===== src/hdl/xdiv_pkg.sv =====
// Package for the DIV/IDIV divider: flag bit positions, chain state type,
// result type and the SUB flag function. No dependencies.
`default_nettype none
package xdiv_pkg;

  localparam int NumCells = 16;
  localparam int ByteCells = 8;

  localparam int FlCf = 0;
  localparam int FlPf = 2;
  localparam int FlAf = 4;
  localparam int FlZf = 6;
  localparam int FlSf = 7;
  localparam int FlOf = 11;

  typedef struct packed {
    logic        word;
    logic        sgn;
    logic        neg_div;
    logic        neg_q;
    logic        rep;
    logic        fault;
    logic        carry;
    logic [15:0] a;
    logic [15:0] c;
    logic [15:0] b;
    logic [15:0] flags;
  } div_state_t;

  typedef struct packed {
    logic        divide_fault;
    logic [15:0] quotient_out;
    logic [15:0] remainder_out;
    logic [15:0] flags_after;
  } div_res_t;

  typedef struct packed {
    logic [15:0] flags;
    logic [15:0] diff;
  } sub_res_t;

  function automatic logic [15:0] width_mask(input logic word);
    return word ? 16'hFFFF : 16'h00FF;
  endfunction

  function automatic logic top_bit(input logic [15:0] v, input logic word);
    return word ? v[15] : v[7];
  endfunction

  function automatic sub_res_t sub_flags(input logic [15:0] a, input logic [15:0] b,
                                         input logic word, input logic [15:0] fl);
    sub_res_t    res;
    logic [15:0] r;
    logic [15:0] f;
    r = (a - b) & width_mask(word);
    f = fl;
    f[FlCf] = (a < b);
    f[FlPf] = ~^r[7:0];
    f[FlAf] = a[4] ^ b[4] ^ r[4];
    f[FlZf] = (r == 16'h0000);
    f[FlSf] = top_bit(r, word);
    f[FlOf] = top_bit((a ^ b) & (a ^ r), word);
    res.flags = f;
    res.diff = r;
    return res;
  endfunction

endpackage
`default_nettype wire


===== src/hdl/xdiv_if.sv =====
// Valid/ready channel interfaces for divide requests and divide results.
// Depends on nothing.
`default_nettype none
interface xdiv_in_if;
  logic        valid;
  logic        ready;
  logic        operation;
  logic        word_width;
  logic [15:0] dividend_high;
  logic [15:0] dividend_low;
  logic [15:0] divisor_value;
  logic [15:0] flags_before;
  logic        rep_prefix;

  modport source(output valid, output operation, output word_width, output dividend_high,
                 output dividend_low, output divisor_value, output flags_before,
                 output rep_prefix, input ready);
  modport sink(input valid, input operation, input word_width, input dividend_high,
               input dividend_low, input divisor_value, input flags_before,
               input rep_prefix, output ready);
endinterface

interface xdiv_out_if;
  logic        valid;
  logic        ready;
  logic        divide_fault;
  logic [15:0] quotient_out;
  logic [15:0] remainder_out;
  logic [15:0] flags_after;

  modport source(output valid, output divide_fault, output quotient_out,
                 output remainder_out, output flags_after, input ready);
  modport sink(input valid, input divide_fault, input quotient_out,
               input remainder_out, input flags_after, output ready);
endinterface
`default_nettype wire


===== src/hdl/xdiv_prep.sv =====
// Operand stage: width masking, IDIV absolute values and the initial
// overflow trial subtraction. Depends on xdiv_pkg.
`default_nettype none
module xdiv_prep import xdiv_pkg::*; (
  input  wire logic        clk_i,
  input  wire logic        rst_ni,
  input  wire logic        en_i,
  input  wire logic        valid_i,
  input  wire logic        operation_i,
  input  wire logic        word_width_i,
  input  wire logic [15:0] dividend_high_i,
  input  wire logic [15:0] dividend_low_i,
  input  wire logic [15:0] divisor_value_i,
  input  wire logic [15:0] flags_before_i,
  input  wire logic        rep_prefix_i,
  output logic             valid_o,
  output div_state_t       state_o
);

  logic        valid_q;
  div_state_t  state_d, state_q;
  logic [15:0] mask, hi, lo, dv;
  sub_res_t    sr;

  always_comb begin
    mask = width_mask(word_width_i);
    hi = dividend_high_i & mask;
    lo = dividend_low_i & mask;
    dv = divisor_value_i & mask;
    state_d.neg_div = 1'b0;
    state_d.neg_q = 1'b0;
    if (operation_i) begin
      if (top_bit(hi, word_width_i)) begin
        state_d.neg_div = 1'b1;
        state_d.neg_q = 1'b1;
        hi = (lo != 16'h0000) ? (~hi & mask) : ((16'h0000 - hi) & mask);
        lo = (16'h0000 - lo) & mask;
      end
      if (top_bit(dv, word_width_i)) begin
        state_d.neg_q = ~state_d.neg_q;
        dv = (16'h0000 - dv) & mask;
      end
    end
    sr = sub_flags(hi, dv, word_width_i, flags_before_i);
    state_d.word = word_width_i;
    state_d.sgn = operation_i;
    state_d.rep = rep_prefix_i;
    state_d.carry = sr.flags[FlCf];
    state_d.fault = ~sr.flags[FlCf];
    state_d.a = hi;
    state_d.c = lo;
    state_d.b = dv;
    state_d.flags = sr.flags;
  end

  always_ff @(posedge clk_i or negedge rst_ni) begin
    if (!rst_ni) begin
      valid_q <= 1'b0;
    end else if (en_i) begin
      valid_q <= valid_i;
    end
  end

  always_ff @(posedge clk_i) begin
    if (en_i) begin
      state_q <= state_d;
    end
  end

  assign valid_o = valid_q;
  assign state_o = state_q;

endmodule
`default_nettype wire


===== src/hdl/xdiv_cell.sv =====
// One cell of the divide chain: a rotate-through-carry step and a trial
// subtraction, registered. Depends on xdiv_pkg.
`default_nettype none
module xdiv_cell import xdiv_pkg::*; #(
  parameter int Step = 0
) (
  input  wire logic        clk_i,
  input  wire logic        rst_ni,
  input  wire logic        en_i,
  input  wire logic        valid_i,
  input  wire div_state_t  state_i,
  output logic             valid_o,
  output div_state_t       state_o
);

  logic       valid_q;
  div_state_t state_d, state_q;
  logic       active, c_out, a_out;
  logic [15:0] mask, a_rot;
  sub_res_t   sr;

  always_comb begin
    state_d = state_i;
    mask = width_mask(state_i.word);
    active = !state_i.fault && (state_i.word || (Step < ByteCells));
    c_out = top_bit(state_i.c, state_i.word);
    a_out = top_bit(state_i.a, state_i.word);
    a_rot = {state_i.a[14:0], c_out} & mask;
    sr = sub_flags(a_rot, state_i.b, state_i.word, state_i.flags);
    if (active) begin
      state_d.c = {state_i.c[14:0], state_i.carry} & mask;
      if (a_out) begin
        state_d.carry = 1'b0;
        state_d.a = (a_rot - state_i.b) & mask;
      end else begin
        state_d.flags = sr.flags;
        state_d.carry = sr.flags[FlCf];
        state_d.a = sr.flags[FlCf] ? a_rot : sr.diff;
      end
    end
  end

  always_ff @(posedge clk_i or negedge rst_ni) begin
    if (!rst_ni) begin
      valid_q <= 1'b0;
    end else if (en_i) begin
      valid_q <= valid_i;
    end
  end

  always_ff @(posedge clk_i) begin
    if (en_i) begin
      state_q <= state_d;
    end
  end

  assign valid_o = valid_q;
  assign state_o = state_q;

endmodule
`default_nettype wire


===== src/hdl/xdiv_final.sv =====
// Result stage: final quotient rotate and carry peek, sign restore, range
// fault and flag cleanup, held in the output register. Depends on xdiv_pkg.
`default_nettype none
module xdiv_final import xdiv_pkg::*; (
  input  wire logic        clk_i,
  input  wire logic        rst_ni,
  input  wire logic        en_i,
  input  wire logic        valid_i,
  input  wire div_state_t  state_i,
  output logic             valid_o,
  output div_res_t         res_o
);

  logic        valid_q;
  div_res_t    res_d, res_q;
  logic [15:0] mask, qcomp, fl;
  logic        peek, fault;

  always_comb begin
    mask = width_mask(state_i.word);
    peek = state_i.word ? state_i.c[14] : state_i.c[6];
    qcomp = {state_i.c[14:0], state_i.carry} & mask;
    fl = state_i.flags;
    if (!state_i.fault) begin
      fl[FlCf] = peek;
    end
    fault = state_i.fault || (state_i.sgn && !peek);
    res_d.divide_fault = fault;
    res_d.quotient_out = 16'h0000;
    res_d.remainder_out = 16'h0000;
    if (!fault) begin
      if (state_i.sgn) begin
        res_d.remainder_out = state_i.neg_div ? ((16'h0000 - state_i.a) & mask) : state_i.a;
        res_d.quotient_out = (state_i.neg_q ^ state_i.rep) ? ((qcomp + 16'h0001) & mask)
                                                           : (~qcomp & mask);
        fl[FlCf] = 1'b0;
        fl[FlOf] = 1'b0;
      end else begin
        res_d.remainder_out = state_i.a;
        res_d.quotient_out = ~qcomp & mask;
      end
    end
    res_d.flags_after = fl;
  end

  always_ff @(posedge clk_i or negedge rst_ni) begin
    if (!rst_ni) begin
      valid_q <= 1'b0;
    end else if (en_i) begin
      valid_q <= valid_i;
    end
  end

  always_ff @(posedge clk_i) begin
    if (en_i) begin
      res_q <= res_d;
    end
  end

  assign valid_o = valid_q;
  assign res_o = res_q;

endmodule
`default_nettype wire


===== src/hdl/x86_div_idiv_microcode_divider.sv =====
// Top level of the 8086 DIV/IDIV divider: operand stage, sixteen chained
// divide cells and the result stage. Depends on xdiv_pkg and xdiv_if.
//
// Takes one divide word per cycle unless the chain holds, and returns one
// result word per divide, in order, through one operand stage, one cell per
// quotient bit (sixteen, byte divides pass the upper eight unchanged) and
// the result register. The whole chain holds while a result waits untaken,
// so in_i.ready follows out_o.ready whenever the result register is full.
`default_nettype none
module x86_div_idiv_microcode_divider import xdiv_pkg::*; (
  input  wire logic clk_i,
  input  wire logic rst_ni,
  xdiv_in_if.sink   in_i,
  xdiv_out_if.source out_o
);

  logic       en;
  logic       out_valid;
  div_res_t   res;
  logic       valid_chain [NumCells+1];
  div_state_t state_chain [NumCells+1];

  assign en = !out_valid || out_o.ready;
  assign in_i.ready = en;

  xdiv_prep u_prep (
    .clk_i           (clk_i),
    .rst_ni          (rst_ni),
    .en_i            (en),
    .valid_i         (in_i.valid),
    .operation_i     (in_i.operation),
    .word_width_i    (in_i.word_width),
    .dividend_high_i (in_i.dividend_high),
    .dividend_low_i  (in_i.dividend_low),
    .divisor_value_i (in_i.divisor_value),
    .flags_before_i  (in_i.flags_before),
    .rep_prefix_i    (in_i.rep_prefix),
    .valid_o         (valid_chain[0]),
    .state_o         (state_chain[0])
  );

  for (genvar k = 0; k < NumCells; k++) begin : g_cell
    xdiv_cell #(
      .Step (k)
    ) u_cell (
      .clk_i   (clk_i),
      .rst_ni  (rst_ni),
      .en_i    (en),
      .valid_i (valid_chain[k]),
      .state_i (state_chain[k]),
      .valid_o (valid_chain[k+1]),
      .state_o (state_chain[k+1])
    );
  end

  xdiv_final u_final (
    .clk_i   (clk_i),
    .rst_ni  (rst_ni),
    .en_i    (en),
    .valid_i (valid_chain[NumCells]),
    .state_i (state_chain[NumCells]),
    .valid_o (out_valid),
    .res_o   (res)
  );

  assign out_o.valid = out_valid;
  assign out_o.divide_fault = res.divide_fault;
  assign out_o.quotient_out = res.quotient_out;
  assign out_o.remainder_out = res.remainder_out;
  assign out_o.flags_after = res.flags_after;

endmodule
`default_nettype wire

===== src/flat_wrapper.sv =====
// flat-port wrapper written by rule: the top's interface ports become plain ports
module x86_div_idiv_microcode_divider_flat import xdiv_pkg::*;
  (clk_i, rst_ni, in_i_valid, in_i_operation, in_i_word_width, in_i_dividend_high, in_i_dividend_low, in_i_divisor_value, in_i_flags_before, in_i_rep_prefix, in_i_ready, out_o_valid, out_o_divide_fault, out_o_quotient_out, out_o_remainder_out, out_o_flags_after, out_o_ready);
  xdiv_in_if in_i_i ();
  xdiv_out_if out_o_i ();
  input  wire logic clk_i;
  input  wire logic rst_ni;
  input wire logic [$bits(in_i_i.valid)-1:0] in_i_valid;
  input wire logic [$bits(in_i_i.operation)-1:0] in_i_operation;
  input wire logic [$bits(in_i_i.word_width)-1:0] in_i_word_width;
  input wire logic [$bits(in_i_i.dividend_high)-1:0] in_i_dividend_high;
  input wire logic [$bits(in_i_i.dividend_low)-1:0] in_i_dividend_low;
  input wire logic [$bits(in_i_i.divisor_value)-1:0] in_i_divisor_value;
  input wire logic [$bits(in_i_i.flags_before)-1:0] in_i_flags_before;
  input wire logic [$bits(in_i_i.rep_prefix)-1:0] in_i_rep_prefix;
  output wire logic [$bits(in_i_i.ready)-1:0] in_i_ready;
  output wire logic [$bits(out_o_i.valid)-1:0] out_o_valid;
  output wire logic [$bits(out_o_i.divide_fault)-1:0] out_o_divide_fault;
  output wire logic [$bits(out_o_i.quotient_out)-1:0] out_o_quotient_out;
  output wire logic [$bits(out_o_i.remainder_out)-1:0] out_o_remainder_out;
  output wire logic [$bits(out_o_i.flags_after)-1:0] out_o_flags_after;
  input wire logic [$bits(out_o_i.ready)-1:0] out_o_ready;
  assign in_i_i.valid = in_i_valid;
  assign in_i_i.operation = in_i_operation;
  assign in_i_i.word_width = in_i_word_width;
  assign in_i_i.dividend_high = in_i_dividend_high;
  assign in_i_i.dividend_low = in_i_dividend_low;
  assign in_i_i.divisor_value = in_i_divisor_value;
  assign in_i_i.flags_before = in_i_flags_before;
  assign in_i_i.rep_prefix = in_i_rep_prefix;
  assign in_i_ready = in_i_i.ready;
  assign out_o_valid = out_o_i.valid;
  assign out_o_divide_fault = out_o_i.divide_fault;
  assign out_o_quotient_out = out_o_i.quotient_out;
  assign out_o_remainder_out = out_o_i.remainder_out;
  assign out_o_flags_after = out_o_i.flags_after;
  assign out_o_i.ready = out_o_ready;
  x86_div_idiv_microcode_divider u_core (.clk_i(clk_i), .rst_ni(rst_ni), .in_i(in_i_i), .out_o(out_o_i));
endmodule

===== config.mk =====
export PLATFORM = sky130hd
export DESIGN_NAME = x86_div_idiv_microcode_divider_flat
export DESIGN_NICKNAME = d
export VERILOG_FILES = /design/src/hdl/xdiv_pkg.sv /design/src/hdl/xdiv_if.sv /design/src/hdl/xdiv_prep.sv /design/src/hdl/xdiv_cell.sv /design/src/hdl/xdiv_final.sv /design/src/hdl/x86_div_idiv_microcode_divider.sv /design/src/flat_wrapper.sv
export SDC_FILE = /design/constraint.sdc
export NUM_CORES = 2
export LEC_CHECK = 0
export ABC_AREA = 1
export BUFFER_PORTS_ARGS = -buffer_cell sky130_fd_sc_hd__buf_2
export CORE_MARGIN = 5
export CORE_UTILIZATION = 65
export DETAILED_ROUTE_END_ITERATION = 6
export HOLD_SLACK_MARGIN = 0.05
export PLACE_DENSITY = 0.91
export REMOVE_ABC_BUFFERS = 1
export SLEW_MARGIN = 30
export SYNTH_ARGS = -nofsm -noshare
export SYNTH_HDL_FRONTEND = slang
export SYNTH_SLANG_ARGS = --single-unit
export TNS_END_PERCENT = 10

===== constraint.sdc =====
create_clock -name clk_i -period 91 [get_ports clk_i]
set_input_delay 4.55 -clock clk_i [delete_from_list [all_inputs] [get_ports clk_i]]
set_output_delay 4.55 -clock clk_i [all_outputs]
set_load 0.02 [all_outputs]

==> flow_summary_export.csv <==
group,metric,value,unit
floorplanning,core-area,0.107,mm^2
clock_network,cts_resized,0,
detailed_routing,vias,54800,
worst_setup_path,crit_path_end_kind,"primary output",
floorplanning,start_util,65.2,%
worst_setup_path,reg2reg_slack,86.02,ns
clock_network,holdBufCountCts,0,
logic_synthesis,synth_top_family_by_area,"simple AND/OR/NAND/NOR gates",
worst_setup_path,rr_worst_depth,14,
logic_synthesis,syn_avg_cell_area,9.10,um^2
flow_run,drv_cap,0,
grt,antenna_found_initial,0,
logic_synthesis,synthMuxAreaShare,0.234,%
logic_synthesis,yosys_warnings,0,
logic_synthesis,synth_most_common_cell,"nand2_1",
sta,hold_viol,0,
grt,grt_max_degree,210,
worst_setup_path,worstPathArrival,5.65,ns
logic_synthesis,synthArstFlopShare,1.43,%
finish,syn_to_final_growth,9.04,%
logic_synthesis,ys_top_cells_by_area,"edfxtp_1 53%, nand2_1 13%, ha_1 6.5%, inv_1 6.1%, nand3_1 2.8%",
finish,drive_gt1_share,5.82,%
worst_setup_path,crit_type,"in2out",
worst_setup_path,reg2reg_from,"u_core.g_cell[1].u_cell.state_o[70]$_DFFE_PP_",
clock_network,cts.sink_count,1256,
sta,finalMaxSlewViolations,0,
logic_synthesis,yosys.area_share.simple,21.4,%
logic_synthesis,synth_xor_area_share,2.15,%
sta,fmax,98.0,MHz
detailed_routing,drtIter0Drc,6910,
logic_synthesis,synth_common_cells,"2471 x nand2_1, 1238 x edfxtp_1, 1132 x inv_1",
logic_synthesis,netlist-cell-type-count,62,
finish,fillers,7392,
detailed_routing,via_per_inst,5.90,
sta,finalCritPeriodShare,11.2,%
sta,rsz0062_at_grt,"false",
floorplanning,top_level_ports,122,
logic_synthesis,synthCells,7642,
finish,register_area,0.0376,mm^2
clock_network,cts.clk_slew.worst_paths,0.06,ns
clock_network,insertion_delay,0.76,ns
detailed_routing,wl_per_cell,19.3,um
detailed_routing,route.detailed.drc,4,
worst_setup_path,critPathLaunchType,"primary input",
clock_network,cts_buffers,130,
grt,grt_pass1_vias,53300,
finish,nets,8229,
floorplanning,die_height,337,um
sta,finalSetupViolCount,0,
sta,period_needed,10.20,ns
logic_synthesis,ys.flop_type,"edfxtp_1",
logic_synthesis,synth_edf_count,1238,
status,outcome,"finished, violations left",
sta,skew,0.0309,ns
clock_network,clock_path_buffers,3,
floorplanning,die-area,0.114,mm^2
logic_synthesis,synth-compound-area-share,7.76,%
finish,antenna_cells,0,
worst_setup_path,crit_end,"in_i_ready",
logic_synthesis,ys_seq_elements,1256,
logic_synthesis,synth.top_cell.area_share,53.4,%
floorplanning,row_count,120,
worst_setup_path,worstSetupStartpoint,"out_o_ready",
worst_setup_path,critPathRequiredTime,86.45,ns
worst_setup_path,path_max_fanout,50,
sta,tightest_slew,1.02,ns
logic_synthesis,yosys.area.top_type,"edfxtp_1",
grt,grt_usage,31.0,%
logic_synthesis,yosys.area_share.adder,7.00,%
worst_hold_path,hold_path.class,"reg2reg",
logic_synthesis,synthesis.area,0.0696,mm^2
sta,slew_headroom,32.2,%
grt,grt_pass1_wl,279000,um
detailed_routing,firstDrtPassIters,7,
clock_network,tritoncts,"done",
worst_setup_path,r2r_end,"u_core.g_cell[2].u_cell.state_o[62]$_DFFE_PP_",
finish,multiInputGateArea,0.0268,mm^2
status,violations,"design-rule violations",
detailed_routing,route.final.wire_length,179000,um
grt,overflow,0,
floorplanning,die_x,337,um
clock_network,htree_levels,4,
placement,dp_hpwl,127000,um
placement,place_congestion,0.947,
logic_synthesis,synth-seq-area-share,54.1,%
detailed_routing,ant_nets,0,
clock_network,clockRootBuffer,"clkbuf_16",
clock_network,cts_setup_buffers,0,
placement,port_buffers,115,
sta,setup_tns,0,ns
-- worst max-delay path, cell delays in order --
cell and delay, ns:
buf_2 0.09, inv_1 0.06, nand2_4 0.51, buf_2 0.37
-- how the worst min path moves through the flow --
stage / from / to / slack [ns] / depth (start not counted)
floorplan: u_core.u_prep.state_o[10]$_DFFE_PP_ / u_core.g_cell[0].u_cell.state_o[10]$_DFFE_PP_ / 0.40 / 0
global placement: u_core.g_cell[12].u_cell.state_o[15]$_DFFE_PP_ / u_core.g_cell[13].u_cell.state_o[15]$_DFFE_PP_ / 0.40 / 0
detailed placement: u_core.u_prep.state_o[66]$_DFFE_PP_ / u_core.g_cell[0].u_cell.state_o[66]$_DFFE_PP_ / 0.40 / 0
CTS: u_core.g_cell[1].u_cell.state_o[1]$_DFFE_PP_ / u_core.g_cell[2].u_cell.state_o[1]$_DFFE_PP_ / 0.40 / 0
global route: u_core.g_cell[11].u_cell.state_o[69]$_DFFE_PP_ / u_core.g_cell[12].u_cell.state_o[69]$_DFFE_PP_ / 0.41 / 0
finish: u_core.g_cell[7].u_cell.state_o[67]$_DFFE_PP_ / u_core.g_cell[8].u_cell.state_o[67]$_DFFE_PP_ / 0.39 / 0
-- cell usage in the layout (no fill, tap or decap), drive strengths merged --
cell type / instances
a211oi: 1
a21boi: 36
a21o: 10
a21oi: 311
a22oi: 13
a2bb2oi: 1
a31oi: 5
and3: 9
buf: 155
bufinv: 9
clkbuf: 165
clkinv: 60
clkinvlp: 5
dfrtp: 18
edfxtp: 1238
fa: 17
ha: 362
inv: 1166
mux2: 2
mux2i: 14
nand2: 2480
nand3: 400
nand3b: 81
nand4: 63
nor2: 469
nor3: 66
nor3b: 4
nor4: 2
o2111ai: 1
o211a: 1
o211ai: 159
o21a: 25
o21ai: 235
o21bai: 27
o221ai: 10
o22ai: 56
o31ai: 4
or2: 29
xnor2: 69
xor2: 102
-- final cells by class --
class                           instances  area share (%)
Timing Repair Buffer                  155            1.33
Multi-Input combinational cell       5064            35.3
Clock inverter                         68            1.10
Sequential cell                      1256            49.6
Clock buffer                          165            4.51
Inverter                             1172            5.80
Tap cell                             1403            2.31
-- sequential cells by signal, indices dropped and copies added, names as in the netlist --
| register | cells |
|---|---|
| u_core.g_cell.u_cell.state_o | 1119 |
| u_core.g_cell.u_cell.valid_o | 16 |
| u_core.u_final.res_o | 49 |
| u_core.u_final.valid_o | 1 |
| u_core.u_prep.state_o | 70 |
| u_core.u_prep.valid_o | 1 |
-- metal layers --
| metal | wire (um) | part of all wire, % | up-vias | track usage, % |
|---|---|---|---|---|
| met2 | 88500 | 49 | 3007 | 54.5 |
| met1 | 65800 | 37 | 25400 | 37.0 |
| li1 | - | - | 25600 | - |
| met3 | 12900 | 7.2 | 755 | 4.28 |
| met5 | 0 | 0 | - | 0 |
| met4 | 11700 | 6.5 | 0 | 16.8 |
-- kinds of logic after synthesis --
family	Yosys count
compound gates	895
buf+inv	1322
fa+ha+maj	379
xor+xnor	171
simple gates	3603
mux	16
flops	1256
-- stage by stage --
stage | hold slack, ns | instance area, um^2 | setup slack, ns | utilization [%] | std cells
global route | 0.408 | 75900 | 80.72 | 71.1 | 9283
CTS | 0.401 | 75700 | 80.75 | 70.9 | 9278
global placement | 0.400 | 71500 | 80.81 | 67.0 | 9045
detailed placement | 0.405 | 71500 | 80.78 | 67.0 | 9045
finish | 0.393 | 75900 | 80.80 | 71.1 | 9283
floorplan | 0.400 | 68800 | 55.29 | - | 7492
Power is left out: the tool's default activity adds up to more than one toggle a clock period on the data nets, which glitch-free logic cannot reach.
